### src/sfs_pkg.sv
`timescale 1ns / 1ps
`default_nettype none

package sfs_pkg;

  localparam int unsigned ELAPSED_W  = 24;
  localparam int unsigned PERIOD_W   = 24;
  localparam int unsigned COUNT_W    = 9;
  localparam int unsigned FRAME_W    = 8;
  localparam int unsigned CFG_ADDR_W = 4;
  localparam int unsigned CFG_DATA_W = 32;

  localparam logic [1:0] REG_LOOP_MODE    = 2'd0;
  localparam logic [1:0] REG_FRAME_COUNT  = 2'd1;
  localparam logic [1:0] REG_FRAME_PERIOD = 2'd2;

  typedef enum logic [1:0] {
    LOOP_FWD  = 2'd0,
    LOOP_BWD  = 2'd1,
    LOOP_PING = 2'd2
  } loop_mode_e;

  typedef struct packed {
    loop_mode_e mode;
    logic       restart;
  } sfs_ctrl_t;

endpackage

`default_nettype wire

### src/sfs_regs.sv
`timescale 1ns / 1ps
`default_nettype none

module sfs_regs import sfs_pkg::*; #(
  parameter int unsigned PER_W = 24
) (
  input  wire logic                  clk_i,
  input  wire logic                  rst_ni,
  input  wire logic                  psel,
  input  wire logic                  penable,
  input  wire logic                  pwrite,
  input  wire logic [CFG_ADDR_W-1:0] paddr,
  input  wire logic [CFG_DATA_W-1:0] pwdata,
  output logic      [CFG_DATA_W-1:0] prdata,
  output sfs_ctrl_t                  ctrl_o,
  output logic      [COUNT_W-1:0]    count_o,
  output logic      [PER_W-1:0]      period_o
);

  loop_mode_e         mode_q, mode_d;
  logic [COUNT_W-1:0] count_q, count_d;
  logic [PER_W-1:0]   period_q, period_d;
  logic               restart_q, restart_d;
  logic               wr_en;
  logic [1:0]         reg_idx;

  assign wr_en   = psel && penable && pwrite;
  assign reg_idx = paddr[CFG_ADDR_W-1:2];

  always_comb begin
    mode_d    = mode_q;
    count_d   = count_q;
    period_d  = period_q;
    restart_d = 1'b0;
    if (wr_en) begin
      case (reg_idx)
        REG_LOOP_MODE: begin
          mode_d    = loop_mode_e'(pwdata[1:0]);
          restart_d = 1'b1;
        end
        REG_FRAME_COUNT: begin
          count_d   = pwdata[COUNT_W-1:0];
          restart_d = 1'b1;
        end
        REG_FRAME_PERIOD: begin
          period_d  = pwdata[PER_W-1:0];
          restart_d = 1'b1;
        end
        default: begin
          restart_d = 1'b0;
        end
      endcase
    end
  end

  always_comb begin
    case (reg_idx)
      REG_LOOP_MODE:    prdata = CFG_DATA_W'(mode_q);
      REG_FRAME_COUNT:  prdata = CFG_DATA_W'(count_q);
      REG_FRAME_PERIOD: prdata = CFG_DATA_W'(period_q);
      default:          prdata = '0;
    endcase
  end

  always_ff @(posedge clk_i or negedge rst_ni) begin
    if (!rst_ni) begin
      mode_q    <= LOOP_FWD;
      count_q   <= COUNT_W'(1);
      period_q  <= '0;
      restart_q <= 1'b0;
    end else begin
      mode_q    <= mode_d;
      count_q   <= count_d;
      period_q  <= period_d;
      restart_q <= restart_d;
    end
  end

  assign ctrl_o.mode    = mode_q;
  assign ctrl_o.restart = restart_q;
  assign count_o        = count_q;
  assign period_o       = period_q;

endmodule

`default_nettype wire

### src/sprite_frame_sequencer.sv
// Sprite frame sequencer.
// Config: APB writes set loop mode, frame count and frame period; each such
// write restarts the sequence in the cycle after it (accumulator 0, frame 0
// or the last frame in backward mode); a write to the unused address does
// not. pready is always high; reads return the stored values.
// Input channel: one elapsed-time word per valid/ready handshake.
// Output channel: one word (frame_index, advanced) per input word, in order.
// Pipeline: input register, then result register. Throughput: one word per
// cycle while the output is taken; the accumulator add, saturate, compare
// and subtract plus the index step resolve combinationally between the two
// registers.
// Stall: while the output word waits, the input register still fills once;
// ready drops only when both registers hold words.
// Reset: clears both valid flags and the sequencer state; loop mode forward,
// frame count 1, frame period 0 (frame 0 held).
`timescale 1ns / 1ps
`default_nettype none

module sprite_frame_sequencer import sfs_pkg::*; #(
  parameter int unsigned MAX_FRAMES = 256,
  parameter int unsigned TIME_BITS  = 24
) (
  input  wire logic                  clk_i,
  input  wire logic                  rst_ni,
  input  wire logic                  psel,
  input  wire logic                  penable,
  input  wire logic                  pwrite,
  input  wire logic [CFG_ADDR_W-1:0] paddr,
  input  wire logic [CFG_DATA_W-1:0] pwdata,
  output logic      [CFG_DATA_W-1:0] prdata,
  output logic                       pready,
  input  wire logic                  in_valid_i,
  output logic                       in_ready_o,
  input  wire logic [ELAPSED_W-1:0]  elapsed_i,
  output logic                       out_valid_o,
  input  wire logic                  out_ready_i,
  output logic      [FRAME_W-1:0]    frame_index_o,
  output logic                       advanced_o
);

  localparam int unsigned PER_W   = (TIME_BITS < PERIOD_W) ? TIME_BITS : PERIOD_W;
  localparam int unsigned ACC_W   = TIME_BITS + 1;
  localparam int unsigned CNT_LIM = (MAX_FRAMES < 511) ? MAX_FRAMES : 511;
  localparam int unsigned CW      = $clog2(CNT_LIM + 1);
  localparam int unsigned POS_W   = $clog2(CNT_LIM);

  sfs_ctrl_t          ctrl;
  logic [COUNT_W-1:0] count;
  logic [PER_W-1:0]   period;

  sfs_regs #(
    .PER_W (PER_W)
  ) u_regs (
    .clk_i    (clk_i),
    .rst_ni   (rst_ni),
    .psel     (psel),
    .penable  (penable),
    .pwrite   (pwrite),
    .paddr    (paddr),
    .pwdata   (pwdata),
    .prdata   (prdata),
    .ctrl_o   (ctrl),
    .count_o  (count),
    .period_o (period)
  );

  assign pready = 1'b1;

  logic               in_valid_q, in_valid_d;
  logic [PER_W-1:0]   elapsed_q;
  logic               out_valid_q, out_valid_d;
  logic [FRAME_W-1:0] frame_index_q, frame_index_d;
  logic               advanced_q, advanced_d;
  logic               in_fire, out_free, step_go;

  logic [ACC_W-1:0]   acc_q, acc_d;
  logic [POS_W-1:0]   pos_q, pos_d;
  logic               down_q, down_d;

  logic [CW-1:0]      cnt, pos_ext, pos_inc, cnt_m1, cnt_m2;
  logic               hold, hit;
  logic [ACC_W:0]     sum;
  logic [ACC_W-1:0]   acc_sat;
  logic [POS_W-1:0]   pos_step;
  logic               down_step;
  logic [POS_W+FRAME_W-1:0] pos_wide;

  assign out_free   = !out_valid_q || out_ready_i;
  assign step_go    = in_valid_q && out_free;
  assign in_ready_o = !in_valid_q || out_free;
  assign in_fire    = in_valid_i && in_ready_o;

  assign cnt     = (count > COUNT_W'(CNT_LIM)) ? CW'(CNT_LIM) : count[CW-1:0];
  assign hold    = (cnt <= CW'(1)) || (period == '0);
  assign pos_ext = CW'(pos_q);
  assign pos_inc = pos_ext + CW'(1);
  assign cnt_m1  = cnt - CW'(1);
  assign cnt_m2  = cnt - CW'(2);

  assign sum     = {1'b0, acc_q} + (ACC_W + 1)'(elapsed_q);
  assign acc_sat = sum[ACC_W] ? '1 : sum[ACC_W-1:0];
  assign hit     = acc_sat >= ACC_W'(period);

  always_comb begin
    pos_step  = pos_q;
    down_step = down_q;
    case (ctrl.mode)
      LOOP_BWD: begin
        pos_step = (pos_q == '0) ? cnt_m1[POS_W-1:0] : pos_q - POS_W'(1);
      end
      LOOP_PING: begin
        if (down_q) begin
          if (pos_q == '0) begin
            down_step = 1'b0;
            pos_step  = POS_W'(1);
          end else begin
            pos_step  = pos_q - POS_W'(1);
          end
        end else begin
          if (pos_inc >= cnt) begin
            down_step = 1'b1;
            pos_step  = cnt_m2[POS_W-1:0];
          end else begin
            pos_step  = pos_inc[POS_W-1:0];
          end
        end
      end
      default: begin
        pos_step = (pos_inc >= cnt) ? '0 : pos_inc[POS_W-1:0];
      end
    endcase
  end

  always_comb begin
    acc_d         = acc_q;
    pos_d         = pos_q;
    down_d        = down_q;
    frame_index_d = frame_index_q;
    advanced_d    = advanced_q;
    pos_wide      = '0;
    if (ctrl.restart) begin
      acc_d = '0;
      if (ctrl.mode == LOOP_BWD) begin
        pos_d  = (cnt == '0) ? '0 : cnt_m1[POS_W-1:0];
        down_d = 1'b1;
      end else begin
        pos_d  = '0;
        down_d = 1'b0;
      end
    end else if (step_go) begin
      if (hold) begin
        frame_index_d = '0;
        advanced_d    = 1'b0;
      end else begin
        acc_d      = hit ? acc_sat - ACC_W'(period) : acc_sat;
        pos_d      = hit ? pos_step : pos_q;
        down_d     = hit ? down_step : down_q;
        advanced_d = hit;
        pos_wide   = (POS_W + FRAME_W)'(hit ? pos_step : pos_q);
        frame_index_d = pos_wide[FRAME_W-1:0];
      end
    end
  end

  always_comb begin
    in_valid_d = in_valid_q;
    if (in_fire) begin
      in_valid_d = 1'b1;
    end else if (step_go) begin
      in_valid_d = 1'b0;
    end
    out_valid_d = out_valid_q;
    if (step_go) begin
      out_valid_d = 1'b1;
    end else if (out_ready_i) begin
      out_valid_d = 1'b0;
    end
  end

  always_ff @(posedge clk_i or negedge rst_ni) begin
    if (!rst_ni) begin
      in_valid_q  <= 1'b0;
      out_valid_q <= 1'b0;
      acc_q       <= '0;
      pos_q       <= '0;
      down_q      <= 1'b0;
    end else begin
      in_valid_q  <= in_valid_d;
      out_valid_q <= out_valid_d;
      acc_q       <= acc_d;
      pos_q       <= pos_d;
      down_q      <= down_d;
    end
  end

  always_ff @(posedge clk_i) begin
    if (in_fire) begin
      elapsed_q <= elapsed_i[PER_W-1:0];
    end
    frame_index_q <= frame_index_d;
    advanced_q    <= advanced_d;
  end

  assign out_valid_o   = out_valid_q;
  assign frame_index_o = frame_index_q;
  assign advanced_o    = advanced_q;

`ifndef ASSERT_OFF
  a_pos_in_range: assert property (@(posedge clk_i) disable iff (!rst_ni)
    (!ctrl.restart && cnt != '0) |-> (pos_ext < cnt))
    else $error("frame position outside clip");

  a_hold_keeps_state: assert property (@(posedge clk_i) disable iff (!rst_ni)
    (step_go && hold && !ctrl.restart) |=> ($stable(acc_q) && $stable(pos_q)))
    else $error("state moved during hold");

  a_adv_needs_period: assert property (@(posedge clk_i) disable iff (!rst_ni)
    (out_valid_q && advanced_q) |-> (period != '0))
    else $error("advance with zero frame period");

  a_out_from_input: assert property (@(posedge clk_i) disable iff (!rst_ni)
    $rose(out_valid_q) |-> $past(in_valid_q))
    else $error("output word without input word");
`endif

endmodule

`default_nettype wire

### config.mk
export PLATFORM = sky130hd
export DESIGN_NAME = sprite_frame_sequencer
export DESIGN_NICKNAME = d
export VERILOG_FILES = /design/src/sfs_pkg.sv /design/src/sfs_regs.sv /design/src/sprite_frame_sequencer.sv
export SDC_FILE = /design/constraint.sdc
export NUM_CORES = 1
export LEC_CHECK = 0
export BUFFER_PORTS_ARGS = -buffer_cell sky130_fd_sc_hd__clkbuf_2
export CAP_MARGIN = 20
export CORE_UTILIZATION = 45
export DETAILED_ROUTE_END_ITERATION = 8
export PLACE_DENSITY = 0.69
export SLEW_MARGIN = 15
export SYNTH_ARGS = -nofsm -noshare
export SYNTH_HDL_FRONTEND = slang
export SYNTH_SLANG_ARGS = --single-unit
### constraint.sdc
create_clock -name clk_i -period 5.62 [get_ports clk_i]
set_clock_uncertainty 0.1 [all_clocks]
set_input_delay 0.562 -clock clk_i [delete_from_list [all_inputs] [get_ports clk_i]]
set_output_delay 0.562 -clock clk_i [all_outputs]
set_load 0.02 [all_outputs]
==> impl_metrics.csv <==
group,metric,value,unit
outcome,run_status,"completed",
placed_design,post_dp_cell_area,9090,um^2
synthesis,synth.most_common_cell,"sky130_fd_sc_hd__nand2_1",
cts,clock_insertion_delay_worst_skew,0.36,ns
floorplanning,row_count,49,
synthesis,synth.yosys.warnings,0,
floorplanning,io_pins,111,
synthesis,seq_area_frac_synth,32.8,%
global_route,pin_count_of_the_biggest_net_entering_global_routing,73,
critical_path,ff2ff_setup_slack,0.40,ns
cells_and_area,finalNetCount,1198,
critical_path,path_class,"register to register",
sta,final.setup.tns,0,ns
floorplanning,initial_utilization,46.6,%
floorplanning,fp.dieW,140,um
sta,worstMarginPinSlew,0.959,ns
cts,clock_path_buffers,2,
routing,drc,0,
floorplanning,design.die.area,19500,um^2
synthesis,yosys_register_bits,105,
cells_and_area,syn2layout_area_growth,10.4,%
synthesis,synth_top_cell_area_share,20.8,%
sta,max_slew_margin,36.0,%
routing,remaining_number_of_nets_flagged_by_the_antenna_check_after_routing,0,
cts,cts-htree-levels,3,
critical_path,timing.critical_path.mode_cell,"sky130_fd_sc_hd__o21ai_0",
cts,tritoncts,"yes",
placed_design,detailed_place_hpwl,17600,um
sta,report.final.slew_viol_count,0,
global_route,grt_pass1_vias,7262,
sta,min_period_over_period,92.9,%
cts,holdBufCountCts,0,
critical_path,worst-endpoint-required,5.78,ns
critical_path,r2r-end,"acc_q[16]$_DFFE_PN0P_",
cells_and_area,diodes,0,
global_route,track_usage,24.0,%
critical_path,worst_r2r_path_depth,20,
sta,period_needed,5.22,ns
synthesis,post-synth-top-area-cell,"sky130_fd_sc_hd__dfrtp_1",
routing,vias,7639,
placed_design,routabilityCongestion,0.942,
cts,clk_pin_slew,0.08,ns
synthesis,synthArstFlopShare,68.6,%
cts,cts_root_buf,"sky130_fd_sc_hd__clkbuf_16",
synthesis,synth_area_leaders,"sky130_fd_sc_hd__dfrtp_1 21%, sky130_fd_sc_hd__edfxtp_1 12%, sky130_fd_sc_hd__ha_1 9.8%, sky130_fd_sc_hd__o21ai_0 5.1%, sky130_fd_sc_hd__nand2_1 5.0%",
synthesis,synth_common_cells,"114 x sky130_fd_sc_hd__nand2_1, 86 x sky130_fd_sc_hd__o21ai_0, 71 x sky130_fd_sc_hd__dfrtp_1",
synthesis,synth_enable_flop_cells,33,
routing,first_drt_pass_iteration_count,5,
synthesis,syn_area,8520,um^2
sta,hold_viol,0,
synthesis,synth_cells,996,
global_route,grt_first_pass_wirelength,36900,um
critical_path,cp_endpoint_kind,"register",
sta,maxClockFrequency,192,MHz
placed_design,place.port_buffers,91,
synthesis,postSynthAreaPerCell,8.56,um^2
critical_path,cp_slowest_cell,"sky130_fd_sc_hd__or4_1",
cells_and_area,final_layout_size_suffix_gt1_share,14.8,%
critical_path,worstPathMaxFanout,15,
floorplanning,floorplan.core_area,18300,um^2
critical_path,worst-endpoint-arrival,5.38,ns
sta,timing.hold.ws,0.256,ns
global_route,grt_antenna_before_repair,0,
critical_path,worst_setup_path_startpoint,"elapsed_q[0]$_DFFE_PP_",
critical_path,cells_traversed_along_the_worst_timing_path,"ha_1, fa_1, a211oi_1, o21a_1, o31a_1, o21ai_0, o21ai_0, a21oi_1, xnor2_1, nand2_1, ha_1, inv_1, o21ai_0, a21oi_1, nor3b_1, a21boi_0, nor2_2, buf_4, or4_1, o311ai_1",
cts,clock_sink_count,105,
global_route,overflow,0,
routing,route.detailed.vias_per_inst,5.89,
floorplanning,die_y,140,um
cells_and_area,final_area,9410,um^2
routing,wirelength,22800,um
routing,wire_per_inst,17.6,um
sta,grt_setup_unrepaired,"false",
critical_path,critical_path.startpoint_type,"register",
synthesis,unique_cell_type_count_in_the_yosys_netlist,87,
cts,tritoncts.num_buffers,9,
hold_path,holdCritPathClass,"input pin to async pin",
critical_path,cp_delay_by_family_top,"compound AO/OA/AOI/OAI gates",
critical_path,cp_num_buf_inv,2,
synthesis,postSynth.topFlopCell,"sky130_fd_sc_hd__dfrtp_1",
critical_path,critical_path.max_stage_delay,0.54,ns
sta,setup_viol,0,
flow_run,max_cap_viol_count,0,
routing,first_iter_violations,513,
critical_path,critical_path.reg2reg.startpoint,"elapsed_q[0]$_DFFE_PP_",
cell usage in the layout (no fill, tap or decap), types with 8 or more instances in the layout:
cell / instances
sky130_fd_sc_hd__a31oi_1: 26
sky130_fd_sc_hd__nand3_1: 29
sky130_fd_sc_hd__dfrtp_1: 71
sky130_fd_sc_hd__edfxtp_1: 33
sky130_fd_sc_hd__conb_1: 9
sky130_fd_sc_hd__a211oi_1: 17
sky130_fd_sc_hd__nor2_1: 65
sky130_fd_sc_hd__clkbuf_16: 10
sky130_fd_sc_hd__and3_1: 10
sky130_fd_sc_hd__and2_1: 20
sky130_fd_sc_hd__nor4_1: 10
sky130_fd_sc_hd__a21oi_1: 62
sky130_fd_sc_hd__o21a_1: 8
sky130_fd_sc_hd__mux2i_1: 13
sky130_fd_sc_hd__nand2b_1: 19
sky130_fd_sc_hd__clkbuf_2: 90
sky130_fd_sc_hd__xor2_1: 17
sky130_fd_sc_hd__nand2_1: 114
sky130_fd_sc_hd__or3_1: 9
sky130_fd_sc_hd__a22o_1: 8
sky130_fd_sc_hd__o21ai_0: 86
sky130_fd_sc_hd__xnor2_1: 30
sky130_fd_sc_hd__ha_1: 67
sky130_fd_sc_hd__nor2b_1: 11
sky130_fd_sc_hd__inv_1: 52
sky130_fd_sc_hd__buf_4: 12
sky130_fd_sc_hd__mux2_2: 12
sky130_fd_sc_hd__a21o_1: 22
worst reg2reg max path, delay by kind of cell, from the launching register on:
kind,cells,cell delay [ns]
flip-flops,1,0.42
AO/OA/AOI/OAI,10,2.12
AND/OR/NAND/NOR,4,0.89
adder cells (fa/ha/maj),3,1.02
XOR/XNOR,1,0.23
buffers and inverters,2,0.34
stage by stage:
stage / setup slack [ns] / utilization [%] / std cells
after floorplan: 1.10 / - / 1003
after global placement: 0.358 / 49.7 / 1279
after detailed placement: 0.186 / 49.7 / 1279
after CTS: 0.159 / 51.4 / 1295
after global routing: 0.0344 / 51.5 / 1296
final: 0.400 / 51.5 / 1296
logic make-up after synthesis:
logic type,share of synthesized area (%)
AO/OA/AOI/OAI,24.2
XOR/XNOR,4.83
adder cells (fa/ha/maj),10.3
buffers and inverters,5.78
flip-flops,32.8
multiplexers,3.11
other,0.0881
AND/OR/NAND/NOR,18.9
worst max path at each step:
stage	end	slack [ns]	cells past startpoint
after floorplan	acc_q[16]$_DFFE_PN0P_	1.10	18
final	acc_q[16]$_DFFE_PN0P_	0.40	20
after global routing	pos_q[1]$_DFFE_PN0P_	0.03	19
after CTS	pos_q[1]$_DFFE_PN0P_	0.16	18
after detailed placement	pos_q[1]$_DFFE_PN0P_	0.19	18
after global placement	pos_q[7]$_DFFE_PN0P_	0.36	18
per-layer routing:
| layer | vias up | track usage, % | part of all wire [%] |
|---|---|---|---|
| met4 | 0 | 9.25 | 2.6 |
| met3 | 36 | 2.89 | 4.1 |
| met5 | - | 0 | 0 |
| met1 | 3640 | 30.9 | 44 |
| li1 | 3744 | - | - |
| met2 | 219 | 41.3 | 49 |
flip-flops by register name (all words and copies together), names as in the netlist:
signal            flops
advanced_o            1
out_valid_o           1
down_q                1
acc_q                25
pos_q                 8
elapsed_q            24
u_regs.restart_q      1
in_valid_q            1
u_regs.count_o        9
frame_index_o         8
u_regs.mode_q         2
u_regs.period_o      24
cell type report:
cell class / instances / area [um^2]
multi-input combinational: 790 / 5270
fill: 1738 / 8860
tap: 229 / 287
sequential: 105 / 2790
clock buffer: 10 / 250
inverter: 53 / 199
timing repair buffer: 103 / 556
clock inverter: 6 / 56.3
what timing repair did:
| item | in CTS | in global routing |
|---|---|---|
| setup endpoints to repair | 0 | 33 |
| buffers inserted | 0 | 0 |
| gates resized for setup | 0 | 1 |
Power is left out: the tool's default activity adds up to more than one toggle a clock period on the data nets, which glitch-free logic cannot reach.
